[src/hdl/iox_pkg.sv]
`timescale 1ns / 1ps
// ----------------------------------------------------------------------------
// iox_pkg
// Types and constants shared by the io expander event router.
// ----------------------------------------------------------------------------
package iox_pkg;

    // register indexes on the configuration port
    localparam logic [1:0] CFG_DEBOUNCE_MS     = 2'd0;
    localparam logic [1:0] CFG_SUPPRESS_MS     = 2'd1;
    localparam logic [1:0] CFG_LATCH_WINDOW_MS = 2'd2;

    // configuration reset values
    localparam logic [15:0] DEBOUNCE_MS_RST     = 16'd60;
    localparam logic [15:0] SUPPRESS_MS_RST     = 16'd200;
    localparam logic [15:0] LATCH_WINDOW_MS_RST = 16'd400;

    // port value with every input released
    localparam logic [7:0] PORT_RELEASED = 8'hFF;

    // bit positions on the active-low port
    localparam int unsigned BIT_TICK   = 0;
    localparam int unsigned BIT_BUTTON = 2;
    localparam int unsigned BIT_READER = 3;

    // one input beat
    typedef struct packed {
        logic        read_ok;
        logic [7:0]  port_inputs;
        logic [31:0] now_ms;
        logic        button_flow_blocked;
        logic        relay_busy;
        logic        recheck_ok;
        logic [7:0]  recheck_inputs;
    } t_iox_in;

    // one result beat
    typedef struct packed {
        logic       event_taken;
        logic       reader_ready;
        logic       second_tick;
        logic [1:0] button_release_count;
        logic       relay_pulse;
        logic       debounce_busy;
        logic [7:0] latest_inputs;
    } t_iox_out;

endpackage

[src/hdl/io_expander_event_router.sv]
`timescale 1ns / 1ps
// ----------------------------------------------------------------------------
// io_expander_event_router
// Routes input-port events to reader ready, second tick, button and relay.
// ----------------------------------------------------------------------------
// Each accepted event beat passes through an input register, a combinational
// decode against the router state, and a result register, which presents the
// result beat once the output side is ready. One event is taken every cycle
// while the output side is ready: the state update for an event is finished in
// the same cycle it is decoded, which the next event then sees. The output
// register holds a result while the consumer stalls, and the input register
// keeps one more event meanwhile. Configuration writes always complete in
// the cycle they are presented and must be made while no event is in flight.
module io_expander_event_router
    import iox_pkg::*;
(
    input  logic        i_clk,
    input  logic        i_rst_n,

    // event input channel
    input  logic        i_in_valid,
    output logic        o_in_ready,
    input  t_iox_in     i_in_data,

    // result output channel
    output logic        o_out_valid,
    input  logic        i_out_ready,
    output t_iox_out    o_out_data,

    // configuration write channel
    input  logic        i_cfg_valid,
    output logic        o_cfg_ready,
    input  logic [1:0]  i_cfg_index,
    input  logic [15:0] i_cfg_data
);

    // pipeline registers
    logic     r_in_valid;
    t_iox_in  r_in_data;
    logic     r_out_valid;
    t_iox_out r_out_data;

    // configuration registers
    logic [15:0] r_debounce_ms;
    logic [15:0] r_suppress_ms;
    logic [15:0] r_latch_window_ms;

    // router state
    logic [7:0]  r_prev_inputs,   n_prev_inputs;
    logic [7:0]  r_latest_port,   n_latest_port;
    logic        r_deb_pending,   n_deb_pending;
    logic [31:0] r_deb_deadline,  n_deb_deadline;
    logic [31:0] r_suppress_until, n_suppress_until;
    logic        r_tick_latched,  n_tick_latched;
    logic [31:0] r_tick_time,     n_tick_time;

    t_iox_out    n_out_data;
    logic        w_adv;

    // decode intermediates
    logic        w_btn_changed;
    logic        w_skip;
    logic        w_new_start;
    logic        w_due;
    logic        w_rel_edge;
    logic        w_rel_check;
    logic [31:0] w_deb_diff;
    logic [31:0] w_sup_diff;
    logic [31:0] w_tick_diff;

    // handshake: decode advances when the result register can take a beat
    assign w_adv       = r_in_valid && (!r_out_valid || i_out_ready);
    assign o_in_ready  = !r_in_valid || w_adv;
    assign o_out_valid = r_out_valid;
    assign o_out_data  = r_out_data;
    assign o_cfg_ready = 1'b1;

    // configuration write
    always_ff @(posedge i_clk) begin
        if (!i_rst_n) begin
            r_debounce_ms     <= DEBOUNCE_MS_RST;
            r_suppress_ms     <= SUPPRESS_MS_RST;
            r_latch_window_ms <= LATCH_WINDOW_MS_RST;
        end else if (i_cfg_valid) begin
            case (i_cfg_index)
                CFG_DEBOUNCE_MS:     r_debounce_ms     <= i_cfg_data;
                CFG_SUPPRESS_MS:     r_suppress_ms     <= i_cfg_data;
                CFG_LATCH_WINDOW_MS: r_latch_window_ms <= i_cfg_data;
                default: ;
            endcase
        end
    end

    // input register
    always_ff @(posedge i_clk) begin
        if (!i_rst_n) begin
            r_in_valid <= 1'b0;
        end else if (o_in_ready) begin
            r_in_valid <= i_in_valid;
        end
    end

    always_ff @(posedge i_clk) begin
        if (i_in_valid && o_in_ready) begin
            r_in_data <= i_in_data;
        end
    end

    // wrap-safe time differences
    assign w_deb_diff  = r_in_data.now_ms - r_deb_deadline;
    assign w_sup_diff  = r_in_data.now_ms - r_suppress_until;
    assign w_tick_diff = r_in_data.now_ms - r_tick_time;

    // event decode and next state
    always_comb begin
        n_prev_inputs    = r_prev_inputs;
        n_latest_port    = r_latest_port;
        n_deb_pending    = r_deb_pending;
        n_deb_deadline   = r_deb_deadline;
        n_suppress_until = r_suppress_until;
        n_tick_latched   = r_tick_latched;
        n_tick_time      = r_tick_time;
        n_out_data       = '0;
        w_skip           = 1'b0;
        w_new_start      = 1'b0;
        w_due            = 1'b0;
        w_rel_edge       = 1'b0;
        w_rel_check      = 1'b0;
        w_btn_changed    = r_prev_inputs[BIT_BUTTON] ^ r_in_data.port_inputs[BIT_BUTTON];

        if (r_in_data.read_ok) begin
            n_latest_port = r_in_data.port_inputs;
            n_out_data.reader_ready = !r_in_data.port_inputs[BIT_READER];

            // button edge: release on high, debounce start unless blocked or already pending
            if (w_btn_changed) begin
                w_rel_edge = r_in_data.port_inputs[BIT_BUTTON];
                if (r_in_data.button_flow_blocked) begin
                    w_skip = 1'b1;
                end else if (!r_deb_pending) begin
                    w_new_start    = 1'b1;
                    n_deb_pending  = 1'b1;
                    n_deb_deadline = r_in_data.now_ms + {16'b0, r_debounce_ms};
                end
            end

            // a deadline set by this beat is already due only for a zero delay
            if (w_new_start) begin
                w_due = (r_debounce_ms == 16'd0);
            end else begin
                w_due = !w_deb_diff[31];
            end

            // deadline check on the re-read value
            if (!w_skip && n_deb_pending && w_due) begin
                n_deb_pending = 1'b0;
                if (r_in_data.recheck_ok) begin
                    n_latest_port = r_in_data.recheck_inputs;
                    if (r_in_data.recheck_inputs[BIT_BUTTON]) begin
                        w_rel_check = 1'b1;
                    end else if (!r_in_data.relay_busy && !w_sup_diff[31]) begin
                        n_out_data.relay_pulse = 1'b1;
                        n_suppress_until = r_in_data.now_ms + {16'b0, r_suppress_ms};
                    end
                end
            end

            // second tick latch
            if (!r_in_data.port_inputs[BIT_TICK]) begin
                if (!r_tick_latched) begin
                    n_out_data.second_tick = 1'b1;
                    n_tick_latched = 1'b1;
                    n_tick_time    = r_in_data.now_ms;
                end
            end else if (r_tick_latched && (w_tick_diff >= {16'b0, r_latch_window_ms})) begin
                n_tick_latched = 1'b0;
            end

            n_prev_inputs = r_in_data.port_inputs;
        end

        n_out_data.event_taken          = r_in_data.read_ok;
        n_out_data.button_release_count = {1'b0, w_rel_edge} + {1'b0, w_rel_check};
        n_out_data.debounce_busy        = n_deb_pending;
        n_out_data.latest_inputs        = n_latest_port;
    end

    // router state update
    always_ff @(posedge i_clk) begin
        if (!i_rst_n) begin
            r_prev_inputs    <= PORT_RELEASED;
            r_latest_port    <= PORT_RELEASED;
            r_deb_pending    <= 1'b0;
            r_deb_deadline   <= '0;
            r_suppress_until <= '0;
            r_tick_latched   <= 1'b0;
            r_tick_time      <= '0;
        end else if (w_adv) begin
            r_prev_inputs    <= n_prev_inputs;
            r_latest_port    <= n_latest_port;
            r_deb_pending    <= n_deb_pending;
            r_deb_deadline   <= n_deb_deadline;
            r_suppress_until <= n_suppress_until;
            r_tick_latched   <= n_tick_latched;
            r_tick_time      <= n_tick_time;
        end
    end

    // result register
    always_ff @(posedge i_clk) begin
        if (!i_rst_n) begin
            r_out_valid <= 1'b0;
        end else if (w_adv) begin
            r_out_valid <= 1'b1;
        end else if (i_out_ready) begin
            r_out_valid <= 1'b0;
        end
    end

    always_ff @(posedge i_clk) begin
        if (w_adv) begin
            r_out_data <= n_out_data;
        end
    end

`ifndef SYNTHESIS
    // a failed read leaves the router state alone
    a_failed_read_holds: assert property (@(posedge i_clk) disable iff (!i_rst_n)
        (w_adv && !r_in_data.read_ok) |=>
            ($stable(r_latest_port) && $stable(r_deb_pending) && $stable(r_tick_latched)))
        else $error("failed read changed router state");

    // a pulse restarts the suppression window from the event time
    a_pulse_sets_window: assert property (@(posedge i_clk) disable iff (!i_rst_n)
        (w_adv && n_out_data.relay_pulse) |=>
            (r_suppress_until == ($past(r_in_data.now_ms) + {16'b0, $past(r_suppress_ms)})))
        else $error("suppression window not restarted by pulse");

    // a pulse always ends the pending debounce
    a_pulse_not_busy: assert property (@(posedge i_clk) disable iff (!i_rst_n)
        (o_out_valid && o_out_data.relay_pulse) |->
            (!o_out_data.debounce_busy && o_out_data.event_taken))
        else $error("pulse reported with debounce still pending");

    // a second tick leaves the latch set
    a_tick_latches: assert property (@(posedge i_clk) disable iff (!i_rst_n)
        (w_adv && n_out_data.second_tick) |=> r_tick_latched)
        else $error("second tick without latch");
`endif

endmodule
[config.mk]
export PLATFORM = sky130hd
export DESIGN_NAME = io_expander_event_router
export DESIGN_NICKNAME = d
export VERILOG_FILES = /design/src/hdl/iox_pkg.sv /design/src/hdl/io_expander_event_router.sv
export SDC_FILE = /design/constraint.sdc
export NUM_CORES = 1
export LEC_CHECK = 0
export BUFFER_PORTS_ARGS = -buffer_cell sky130_fd_sc_hd__buf_4
export CAP_MARGIN = 20
export CORE_MARGIN = 2
export CORE_UTILIZATION = 65
export DETAILED_ROUTE_END_ITERATION = 8
export GPL_TIMING_DRIVEN = 0
export PLACE_DENSITY = 0.92
export SYNTH_ARGS = -nofsm -noshare
export SYNTH_HDL_FRONTEND = slang
export SYNTH_SLANG_ARGS = --single-unit
[constraint.sdc]
create_clock -name i_clk -period 5.4 [get_ports i_clk]
set_input_delay 1.08 -clock i_clk [delete_from_list [all_inputs] [get_ports i_clk]]
set_output_delay 1.08 -clock i_clk [all_outputs]
set_load 0.01 [all_outputs]
After elaboration in Yosys (flattened, before gate mapping)

Index checks and enable logic that the tools add are counted.

Register bits: 226
Bits in latches: 0
Bits in writable memories: 0
Memory bits (read-only): 0
Bits of input ports: 75
Output and inout port bits: 18
Logic and storage cells: 102
Memories: 0

Add/subtract/negate cells: 6
$mul: 0
Div/mod/pow operators: 0
Magnitude comparators: 1
Equal/unequal tests: 3
Shifts and indexed selects: 0
Multiplexer cells: 29
Bitwise gates (word level): 9
Reductions and logical operators: 28

Operators by type and width:

| kind                 | count |
|---|---|
| $sub A32 B32 Y32     | 3 |
| $add A32 B16 Y32     | 2 |
| $ge A32 B16 Y1       | 1 |
| $mux W1              | 26 |
| $mux W8              | 3 |
| $logic_not A16 Y1    | 1 |
| $not A1 Y1           | 8 |
| $reduce_and A2 Y1    | 4 |
| $logic_not A1 Y1     | 7 |
| $logic_and A1 B1 Y1  | 6 |
| $reduce_and A6 Y1    | 1 |
| $reduce_and A5 Y1    | 1 |
| $reduce_and A4 Y1    | 1 |
| $reduce_or A4 Y1     | 1 |
| $reduce_and A3 Y1    | 1 |
| $add A1 B1 Y2        | 1 |
| $eq A2 B1 Y1 const B | 1 |
| $eq A2 B2 Y1 const B | 1 |
| $logic_not A2 Y1     | 1 |
| $logic_or A1 B1 Y1   | 2 |
| $ne A2 B1 Y1 const B | 1 |
| $reduce_bool A2 Y1   | 1 |
| $reduce_or A2 Y1     | 1 |
| $xor A1 B1 Y1        | 1 |

Depth between registers and ports, before layout

Gate-level depths: netlist (run 1).

Word-level depth: 10
Gate-level depth with buffers: 20
Gate-level depth less buffers: 20

Worst setup path before layout (run 1)

Ideal clock, no wire load.

Kind: register to register
From: reg r_in_data[11] in the netlist's numbering
To: reg r_tick_latched
Setup time: 0.074 ns
Arrival time: 3.294 ns
Data required time: 5.326 ns
Path slack: 2.032 ns
Cell stages (with the launch flop): 19
Buffers on the path: 0
Clock period less this slack: 3.368 ns
Cell sequence: edfxtp_1 > inv_1 > ha_1 > fa_1 > nor2b_1 > o31ai_1 > a311o_1 > nand2_1 > xor2_1 > ha_1 > a21oi_1 > nor2b_1 > o211ai_1 > o2111ai_1 > nor3_1 > o2111ai_1 > nor4_1 > nand4_1 > o21ai_0

Cells in the longest elaborated chain, start to end: 5

Ends and longest elaborated chain:

| item                               | line                            | text |
|---|---|---|
| start: declaration                 | io_expander_event_router.sv:39  | `t_iox_in r_in_data;` |
| start signal: assignment           | io_expander_event_router.sv:105 | `r_in_data <= i_in_data;` |
| $sub A32 B32 Y32                   | io_expander_event_router.sv:112 | `assign w_tick_diff = r_in_data.now_ms - r_tick_time;` |
| $ge A32 B16 Y1                     | io_expander_event_router.sv:175 | `end else if (r_tick_latched && (w_tick_diff >= {16'b0, r_latch_window_ms})) begin` |
| $logic_and A1 B1 Y1                | io_expander_event_router.sv:175 |  |
| $ne A2 B1 Y1 (no source line)      | -                               |  |
| $reduce_and A3 Y1 (no source line) | -                               |  |
| end signal: assignment             | io_expander_event_router.sv:204 | `r_tick_latched <= n_tick_latched;` |
| end: declaration                   | io_expander_event_router.sv:54  | `logic r_tick_latched, n_tick_latched;` |

Every way passes these cells.
A chain may end at the register's enable or synchronous reset.

Worst setup path after layout (run 1)

From: reg r_in_data[12] in the netlist's numbering
To: reg r_tick_latched

Same word-level chain as after synthesis.

==> results_dict.tcl, run 1 <==
set metrics [dict create \
    syn_inst 1604 \
    clockRootBuffer "clkbuf_16" \
    hpwl_mm 28.09 \
    worstHoldPathCells 2 \
    fin_tns_setup_ns 0 \
    startpoint_type "register" \
    yosysTopAreaCellShare_pct 23.18 \
    finalSetupViolCount 0 \
    max_stage_delay_ns 0.57 \
    cp-end-kind "register" \
    powerDensity_nw_per_um2 271.9 \
    fillers 1456 \
    setup_ws_ns 0.9308 \
    first_pass_iters 5 \
    drive_above_1_share_pct 9.070 \
    synthTopCellsByArea "dfxtp_1, edfxtp_1, ha_1, a21oi_1, nand2_1" \
    io-pin-count 93 \
    routed_via_density 6.346 \
    cts_sinks 224 \
    ys_seq_area_share_pct 38.02 \
    clock_latency_ns 0.53 \
    synth_top_area_cell "dfxtp_1" \
    crit_chain "inv_1, fa_1, nor2b_1, o31ai_1, a311o_1, nand2_1, xor2_1, ha_1, a21oi_1, nor2b_1, o211ai_1, o2111ai_1, nor3_1, o2111ai_1, nor4_1, nand4_1, o21ai_0" \
    grt_max_degree 38 \
    nets 1944 \
    antenna_cells 0 \
    design_area_sq_um 15410 \
    clockPowerShare_pct 39.5 \
    clockBufferDepth 3 \
    syn_area_sq_um 13560 \
    hold_violations 0 \
    gr-total-overflow 0 \
    internal_power_mw 3.025 \
    mostFrequentLayoutCells "nand2_1, a21oi_1, dfxtp_1" \
    clk_transition_reported_paths_ns 0.06 \
    via_count 12770 \
    ys_types 70 \
    seq_power_share_pct 44.5 \
    utilization_pct 75.66 \
    rows 52 \
    regArea_sq_um 5155 \
    cts_resized 0 \
    path_class "reg2reg" \
    power.switching_mw 1.165 \
    dp_slack_ns 1.035 \
    port_buffers 91 \
    ctsHtreeMaxLevel 1 \
    wirelength_mm 38.69 \
    min_from "r_deb_deadline[14]" \
    ys_seq_elements 224 \
    r2r_cells 17 \
    drc 0 \
    post-route-min-period_ns 4.469 \
    fin_skew_ns 0.01938 \
    final_common_cell "nand2_1" \
    cts-buffers-inserted 24 \
    final_cells 2012 \
    worstPathMaxFanout 7 \
    critical_path_arrival_ns 4.92 \
    status "completed" \
    synth_edf_count 67 \
    grt_pass1_vias 12190 \
    p_sw_share_pct 27.81 \
    initial_core_util_pct 66.58 \
    avgSynthCellArea_sq_um 8.453 \
    p_leak_nw 5.841 \
    maxSlewViolCount 0 \
    yosysWarnings 0 \
    crit_start "r_in_data[12]" \
    crit_slowest_cell "edfxtp_1" \
    cts_tree "done" \
    r2r-end "r_tick_latched" \
    peakVddDrop_mv 0.2763 \
    cts_hold_buf 0 \
    dpl-instance-area_sq_um 14600 \
    tightest_slew_ns 1.020 \
    gp_congestion 0.9370 \
    whs_ns 0.4531 \
    post_cts_buffers 0 \
    synthFlopType "dfxtp_1" \
    placedCellCount 1966 \
    die_x_um 148.4 \
    p_total_mw 4.190 \
    required_ns 5.85 \
    rsz0062_at_grt "no" \
    grt_antenna_before_repair 0 \
    endpoint "r_tick_latched" \
    postRouteAntennaNets 0 \
    async_flop_share_pct 0 \
    wl_per_cell_um 19.23 \
    dieArea_sq_um 22030 \
    synth_nets 1823 \
    area.growth.synth_to_final_pct 13.64 \
    slew_headroom_pct 32.02 \
    first_iter_violations 1273 \
    core_sq_um 20360 \
    rrSetupSlack_ns 0.93 \
    pwr-share-comb_pct 16.0 \
    max_cap_violations 0 \
    grt_pass1_wl_mm 61.33 \
    die_h_um 148.4 \
    grt_usage_pct 34.68 \
    fin_crit_sh_pct 82.76 \
    rr_startpoint "r_in_data[12]" \
    multi_input_area_sq_um 7649 \
    hold_class "reg2reg" \
    clock.fmax_mhz 223.8 \
]
state kept, by name, indices dropped and copies added (netlist names):
signal,count
o_out_valid,1
r_in_data,51
r_latest_port,8
r_prev_inputs,1
o_out_data,15
r_tick_time,32
r_debounce_ms,16
r_deb_deadline,32
r_in_valid,1
r_suppress_until,32
r_deb_pending,1
r_latch_window_ms,16
r_suppress_ms,16
r_tick_latched,1
n_out_data,1
synth_stat cells (all sizes together), types with 3 or more instances:
master,count
a2111oi,4
a211o,8
a211oi,34
a21boi,3
a21o,34
a21oi,206
a31oi,15
a41oi,3
and2,14
and3,15
and4,3
buf,12
clkbuf,58
dfxtp,157
edfxtp,67
fa,3
ha,141
inv,127
mux2i,5
nand2,238
nand2b,10
nand3,54
nand3b,4
nand4,23
nor2,61
nor2b,9
nor3,23
nor3b,5
nor4,8
o2111ai,5
o211a,3
o211ai,19
o21a,13
o21ai,85
o21bai,5
o22ai,3
o31ai,8
or2,8
or3,3
xnor2,30
xor2,48
power by group through the flow:
stage | logic [mW] | clock network, mW | registers, mW
6_report | 0.669 | 1.66 | 1.86
5_1_grt | 0.739 | 1.72 | 1.87
4_1_cts | 0.652 | 1.66 | 1.86
3_5_place_dp | 0.638 | 0 | 1.90
3_3_place_gp | 0.613 | 0 | 1.89
2_1_floorplan | 0.445 | 0 | 1.87
critical path, delay by kind of cell, from the launching register on:
kind	cells	cell delay (ns)
adders and majority gates	2	0.77
DFF	1	0.57
AOI/OAI and AO/OA	7	1.43
xor gates and xnor gates	1	0.20
and+or+nand+nor	6	1.19
buffers and inverters	1	0.23
cell families (layout without fill, tap and decap cells):
group / count (synthesis) / after routing / synth area share [%]
AOI/OAI and AO/OA: 467 / 467 / 20.88
xor gates and xnor gates: 78 / 78 / 5.038
adders and majority gates: 144 / 144 / 13.45
buffers and inverters: 198 / 336 / 5.583
DFF: 224 / 224 / 38.02
muxes: 6 / 6 / 0.4798
other: 1 / 1 / 0.02766
and+or+nand+nor: 486 / 486 / 16.52
metal layers:
layer  part of all wire (%)  track usage (%)  vias to the layer above  wire, um
met5                      0                0                        -         0
met4                    6.0            17.90                        0      2315
met3                    8.4            4.816                      178      3258
met2                     47            57.57                      650     18090
met1                     39            44.34                     5996     15030
li1                       -                -                     5944         -
layout make-up:
| class | instances | share of cell area, % |
|---|---|---|
| plain buffers | 70 | 1.795 |
| clock inverters | 13 | 0.8283 |
| flip-flops and latches | 224 | 33.46 |
| well taps | 270 | 2.192 |
| inverters | 128 | 3.118 |
| multi-input cells | 1182 | 49.64 |
| clock buffers | 30 | 4.247 |
| repair buffers | 95 | 4.726 |
worst min-delay path by stage:
stage / to / slack [ns]
floorplan: r_deb_deadline[10] / 0.43
global placement: r_deb_deadline[16] / 0.44
detailed placement: r_deb_deadline[14] / 0.44
CTS: r_deb_deadline[14] / 0.45
global route: r_tick_time[29] / 0.47
finish: r_deb_deadline[14] / 0.45
No activity file was read; power rests on OpenSTA's default activity.
==> run 2: changes to the inputs <==
--- a/config.mk
+++ b/config.mk
@@ -8,10 +8,10 @@
 export BUFFER_PORTS_ARGS = -buffer_cell sky130_fd_sc_hd__buf_4
 export CAP_MARGIN = 20
 export CORE_MARGIN = 2
-export CORE_UTILIZATION = 65
+export CORE_UTILIZATION = 62
 export DETAILED_ROUTE_END_ITERATION = 8
 export GPL_TIMING_DRIVEN = 0
-export PLACE_DENSITY = 0.92
+export PLACE_DENSITY = 0.88
 export SYNTH_ARGS = -nofsm -noshare
 export SYNTH_HDL_FRONTEND = slang
 export SYNTH_SLANG_ARGS = --single-unit
==> constraint.sdc (replaced) <==
create_clock -name i_clk -period 4.37 [get_ports i_clk]
set_input_delay 0.874 -clock i_clk [delete_from_list [all_inputs] [get_ports i_clk]]
set_output_delay 0.874 -clock i_clk [all_outputs]
set_load 0.01 [all_outputs]
==> results_dict.tcl, run 2 (synthesis results as in run 1) <==
set metrics [dict create \
    status "completed" \
    grt_usage_pct 31.55 \
    core_sq_um 21620 \
    wl_per_cell_um 18.59 \
    cp-end-kind "register" \
    first_pass_iters 5 \
    via_count 12550 \
    largest_reg_flops 51 \
    initial_core_util_pct 62.71 \
    worstPathMaxFanout 10 \
    startpoint_type "register" \
    grt_antenna_before_repair 0 \
    critical_path_arrival_ns 4.42 \
    hold_class "reg2reg" \
    crit_start "r_in_data[45]" \
    finalSetupViolCount 0 \
    path_class "reg2reg" \
    routed_via_density 6.175 \
    placedCellCount 1976 \
    powerDensity_nw_per_um2 341.3 \
    final_cells 2032 \
    endpoint "r_suppress_until[29]" \
    rows 54 \
    clk_transition_reported_paths_ns 0.07 \
    peakVddDrop_mv 0.2724 \
    first_iter_violations 1093 \
    die_x_um 151.9 \
    utilization_pct 72.00 \
    p_leak_nw 5.899 \
    drc 0 \
    dieArea_sq_um 23070 \
    grt_pass1_wl_mm 60.04 \
    clockRootBuffer "clkbuf_16" \
    rr_startpoint "r_in_data[45]" \
    fillers 1612 \
    io-pin-count 93 \
    mostFrequentLayoutCells "nand2_1, a21oi_1, dfxtp_1" \
    rrSetupSlack_ns 0.33 \
    fin_skew_ns 0.02080 \
    whs_ns 0.4506 \
    clock_latency_ns 0.54 \
    r2r_cells 11 \
    largest_register "r_in_data" \
    max_cap_violations 0 \
    gr-total-overflow 0 \
    r2r-end "r_suppress_until[29]" \
    port_buffers 91 \
    clock.fmax_mhz 247.3 \
    post-route-min-period_ns 4.043 \
    hpwl_mm 27.88 \
    clockBufferDepth 3 \
    wirelength_mm 37.79 \
    postRouteAntennaNets 0 \
    die_h_um 151.9 \
    nets 1952 \
    cts_hold_buf 0 \
    area.growth.synth_to_final_pct 14.81 \
    antenna_cells 0 \
    ctsHtreeMaxLevel 1 \
    cts_sinks 224 \
    fin_tns_setup_ns 0 \
    maxSlewViolCount 0 \
    required_ns 4.74 \
    fin_crit_sh_pct 92.53 \
    drive_above_1_share_pct 9.703 \
    gp_congestion 0.9444 \
    hold_violations 0 \
    final_common_cell "nand2_1" \
    grt_max_degree 34 \
    slew_headroom_pct 20.03 \
    grt_pass1_vias 12160 \
    cts-buffers-inserted 25 \
    tightest_slew_ns 1.200 \
    cts_tree "done" \
]
run 2: how the worst min path moves through the flow:
stage,start,cells after the start,slack (ns),endpoint
after floorplan,r_deb_deadline[10],2,0.43,r_deb_deadline[10]
after CTS,r_tick_time[24],2,0.45,r_tick_time[24]
final,r_tick_time[24],2,0.45,r_tick_time[24]
after global placement,r_deb_deadline[16],2,0.44,r_deb_deadline[16]
after global routing,r_tick_time[30],2,0.47,r_tick_time[30]
after detailed placement,r_tick_time[24],2,0.45,r_tick_time[24]
run 2: repair_timing:
action	4_1_cts	5_1_grt
buffers inserted	0	8
resized for setup	0	4
setup endpoints to repair	0	10
run 2: final cells by class:
class                   instances  area [sq um]  area share (%)
plain buffers                  70         276.5           1.776
flip-flops and latches        224          5155           33.11
clock buffers                  33         695.7           4.469
inverters                     128         480.5           3.086
multi-input cells            1182          7664           49.23
well taps                     280         350.3           2.250
clock inverters                13         160.2           1.029
repair buffers                102         785.8           5.047
run 2: per-layer routing:
| metal | GRT usage (%) | wire length, um | vias up |
|---|---|---|---|
| met4 | 14.78 | 1521 | 0 |
| li1 | - | - | 5967 |
| met5 | 0 | 0 | - |
| met2 | 52.81 | 18080 | 561 |
| met1 | 40.09 | 15090 | 5904 |
| met3 | 5.106 | 3093 | 116 |
run 2: power by group:
group	leakage [nW]	internal, mW	switching [mW]
clock network	0.413	1.30	0.883
registers	1.92	2.22	0.0757
logic	3.57	0.341	0.490
total	5.90	3.86	1.45
run 2: per-stage QoR:
step / instance area, sq um / setup slack [ns] / total power [mW]
3_5_place_dp: 14610 / 0.1209 / 3.130
5_1_grt: 15570 / -0.006881 / 5.493
2_1_floorplan: 13560 / 1.002 / 2.862
3_3_place_gp: 14590 / 0.1375 / 3.100
4_1_cts: 15470 / 0.03256 / 5.280
6_report: 15570 / 0.3266 / 5.314
run 2: worst max-delay path: stages (launching register included):
cell       delay [ns]
edfxtp_1         0.44
ha_1             0.46
nor4_1           0.21
nand4_1          0.14
nor4_2           0.41
a2bb2oi_1        0.39
and3_1           0.29
a32o_1           0.39
o21ai_2          0.19
nor2_2           0.44
buf_2            0.37
a211oi_1         0.13
==> run 3: changes to the inputs <==
--- a/config.mk
+++ b/config.mk
@@ -7,6 +7,7 @@
 export LEC_CHECK = 0
 export BUFFER_PORTS_ARGS = -buffer_cell sky130_fd_sc_hd__buf_4
 export CAP_MARGIN = 20
+export CORE_ASPECT_RATIO = 1.2
 export CORE_MARGIN = 2
 export CORE_UTILIZATION = 62
 export DETAILED_ROUTE_END_ITERATION = 8
==> results_dict.tcl, run 3 (synthesis results as in run 1) <==
set metrics [dict create \
    clockPowerShare_pct 41.7 \
    cts_resized 0 \
    post-route-min-period_ns 4.254 \
    cp-end-kind "register" \
    worstPathMaxFanout 6 \
    fin_crit_sh_pct 97.35 \
    drive_above_1_share_pct 9.709 \
    wirelength_mm 37.39 \
    pwr-share-comb_pct 15.4 \
    cts-buffers-inserted 24 \
    required_ns 4.83 \
    hold_violations 0 \
    max_cap_violations 0 \
    routed_via_density 6.241 \
    fillers 1618 \
    cts_tree "done" \
    hpwl_mm 27.79 \
    crit_start "r_in_data[13]" \
    use_met3_pct 4.642 \
    hold_class "reg2reg" \
    grt_antenna_before_repair 0 \
    r2r_cells 16 \
    nets 1952 \
    r2r-end "r_tick_latched" \
    regArea_sq_um 5155 \
    fin_tns_setup_ns 0 \
    grt_pass1_wl_mm 59.42 \
    initial_core_util_pct 62.90 \
    io-pin-count 93 \
    status "completed" \
    design_area_sq_um 15560 \
    antenna_cells 0 \
    dpl-instance-area_sq_um 14610 \
    multi_input_area_sq_um 7649 \
    p_sw_share_pct 27.32 \
    core_sq_um 21560 \
    slew_headroom_pct 27.09 \
    clockBufferDepth 3 \
    rr_startpoint "r_in_data[13]" \
    endpoint "r_tick_latched" \
    first_iter_violations 1092 \
    first_pass_iters 6 \
    mostFrequentLayoutCells "nand2_1, a21oi_1, dfxtp_1" \
    grt_pass1_vias 12310 \
    via_count 12640 \
    largest_register "r_in_data" \
    grt_use_met1_pct 36.79 \
    critical_path_arrival_ns 4.72 \
    clk_transition_reported_paths_ns 0.07 \
    internal_power_mw 3.886 \
    cts_sinks 224 \
    startpoint_type "register" \
    p_leak_nw 5.915 \
    port_buffers 91 \
    fin_skew_ns 0.01228 \
    powerDensity_nw_per_um2 343.5 \
    dieArea_sq_um 23070 \
    grt_usage_pct 31.39 \
    ctsHtreeMaxLevel 1 \
    area.growth.synth_to_final_pct 14.79 \
    wl_per_cell_um 18.46 \
    min_from "r_deb_deadline[3]" \
    power.switching_mw 1.461 \
    top_usage_layer "met2" \
    met2_usage_pct 52.97 \
    maxSlewViolCount 0 \
    die_h_um 166 \
    largest_reg_flops 51 \
    final_common_cell "nand2_1" \
    path_class "reg2reg" \
    rsz0062_at_grt "no" \
    peakVddDrop_mv 0.4077 \
    rrSetupSlack_ns 0.12 \
    grt_max_degree 31 \
    utilization_pct 72.21 \
    drc 0 \
    whs_ns 0.4481 \
    gp_congestion 0.9427 \
    tightest_slew_ns 1.084 \
    cts_hold_buf 0 \
    clock.fmax_mhz 235.1 \
    die_x_um 139 \
    rows 59 \
    p_total_mw 5.347 \
    clock_latency_ns 0.53 \
    clockRootBuffer "clkbuf_16" \
    seq_power_share_pct 42.9 \
    finalSetupViolCount 0 \
    gr-total-overflow 0 \
    postRouteAntennaNets 0 \
]
-- run 3: area by class of cell --
type                       instances  share of cell area [%]
multi-input combinational       1182                   49.14
sequential                       224                   33.12
timing repair buffer             103                   5.080
clock buffer                      27                   4.196
inverter                         128                   3.087
tap                              274                   2.203
buffer                            70                   1.777
clock inverter                    17                   1.399
-- run 3: what timing repair did --
item	CTS	global route
buffers inserted	0	9
hold endpoints to repair	0	0
endpoints found under the setup margin	0	1
-- run 3: how the worst min path moves through the flow --
stage,end,slack [ns],cells past startpoint
after detailed placement,r_deb_deadline[3],0.44,2
after CTS,r_deb_deadline[3],0.45,2
after global routing,r_tick_time[28],0.47,2
final,r_deb_deadline[3],0.45,2
after global placement,r_deb_deadline[14],0.44,2
after floorplan,r_deb_deadline[10],0.43,2
-- run 3: worst max-delay path, stage by stage, from the launching register on --
cell and delay [ns]:
edfxtp_1 0.57, ha_1 0.42, nor2b_1 0.16, o31ai_1 0.39, a311o_1 0.30, nand2_1 0.15, xor2_1 0.18, ha_1 0.30
a21oi_1 0.16, nor2b_1 0.06, o211ai_1 0.27, o2111ai_1 0.19, nor3_1 0.20, o2111ai_1 0.13, nor4_1 0.36, nand4_1 0.15
o21ai_0 0.16
-- run 3: metal layers --
layer  wire [um]  share of wire (%)  vias to the layer above
met3        2580                6.9                      174
li1            -                  -                     5979
met4        2800                7.5                        0
met5           0                  0                        -
met2       17690                 47                      586
met1       14320                 38                     5899
-- run 3: power by group through the flow --
stage               clock network (mW)  logic [mW]  registers [mW]
floorplan                            0       0.550            2.31
global placement                     0       0.749            2.34
detailed placement                   0       0.779            2.34
CTS                               2.24       0.789            2.30
global route                      2.32       0.907            2.30
finish                            2.23       0.821            2.30
-- run 3: per-stage QoR --
stage	std cells	worst slack, ns
2_1_floorplan	1604	1.002
3_3_place_gp	1969	0.1518
3_5_place_dp	1970	0.05394
4_1_cts	2014	0.03568
5_1_grt	2025	0.007284
6_report	2025	0.1157
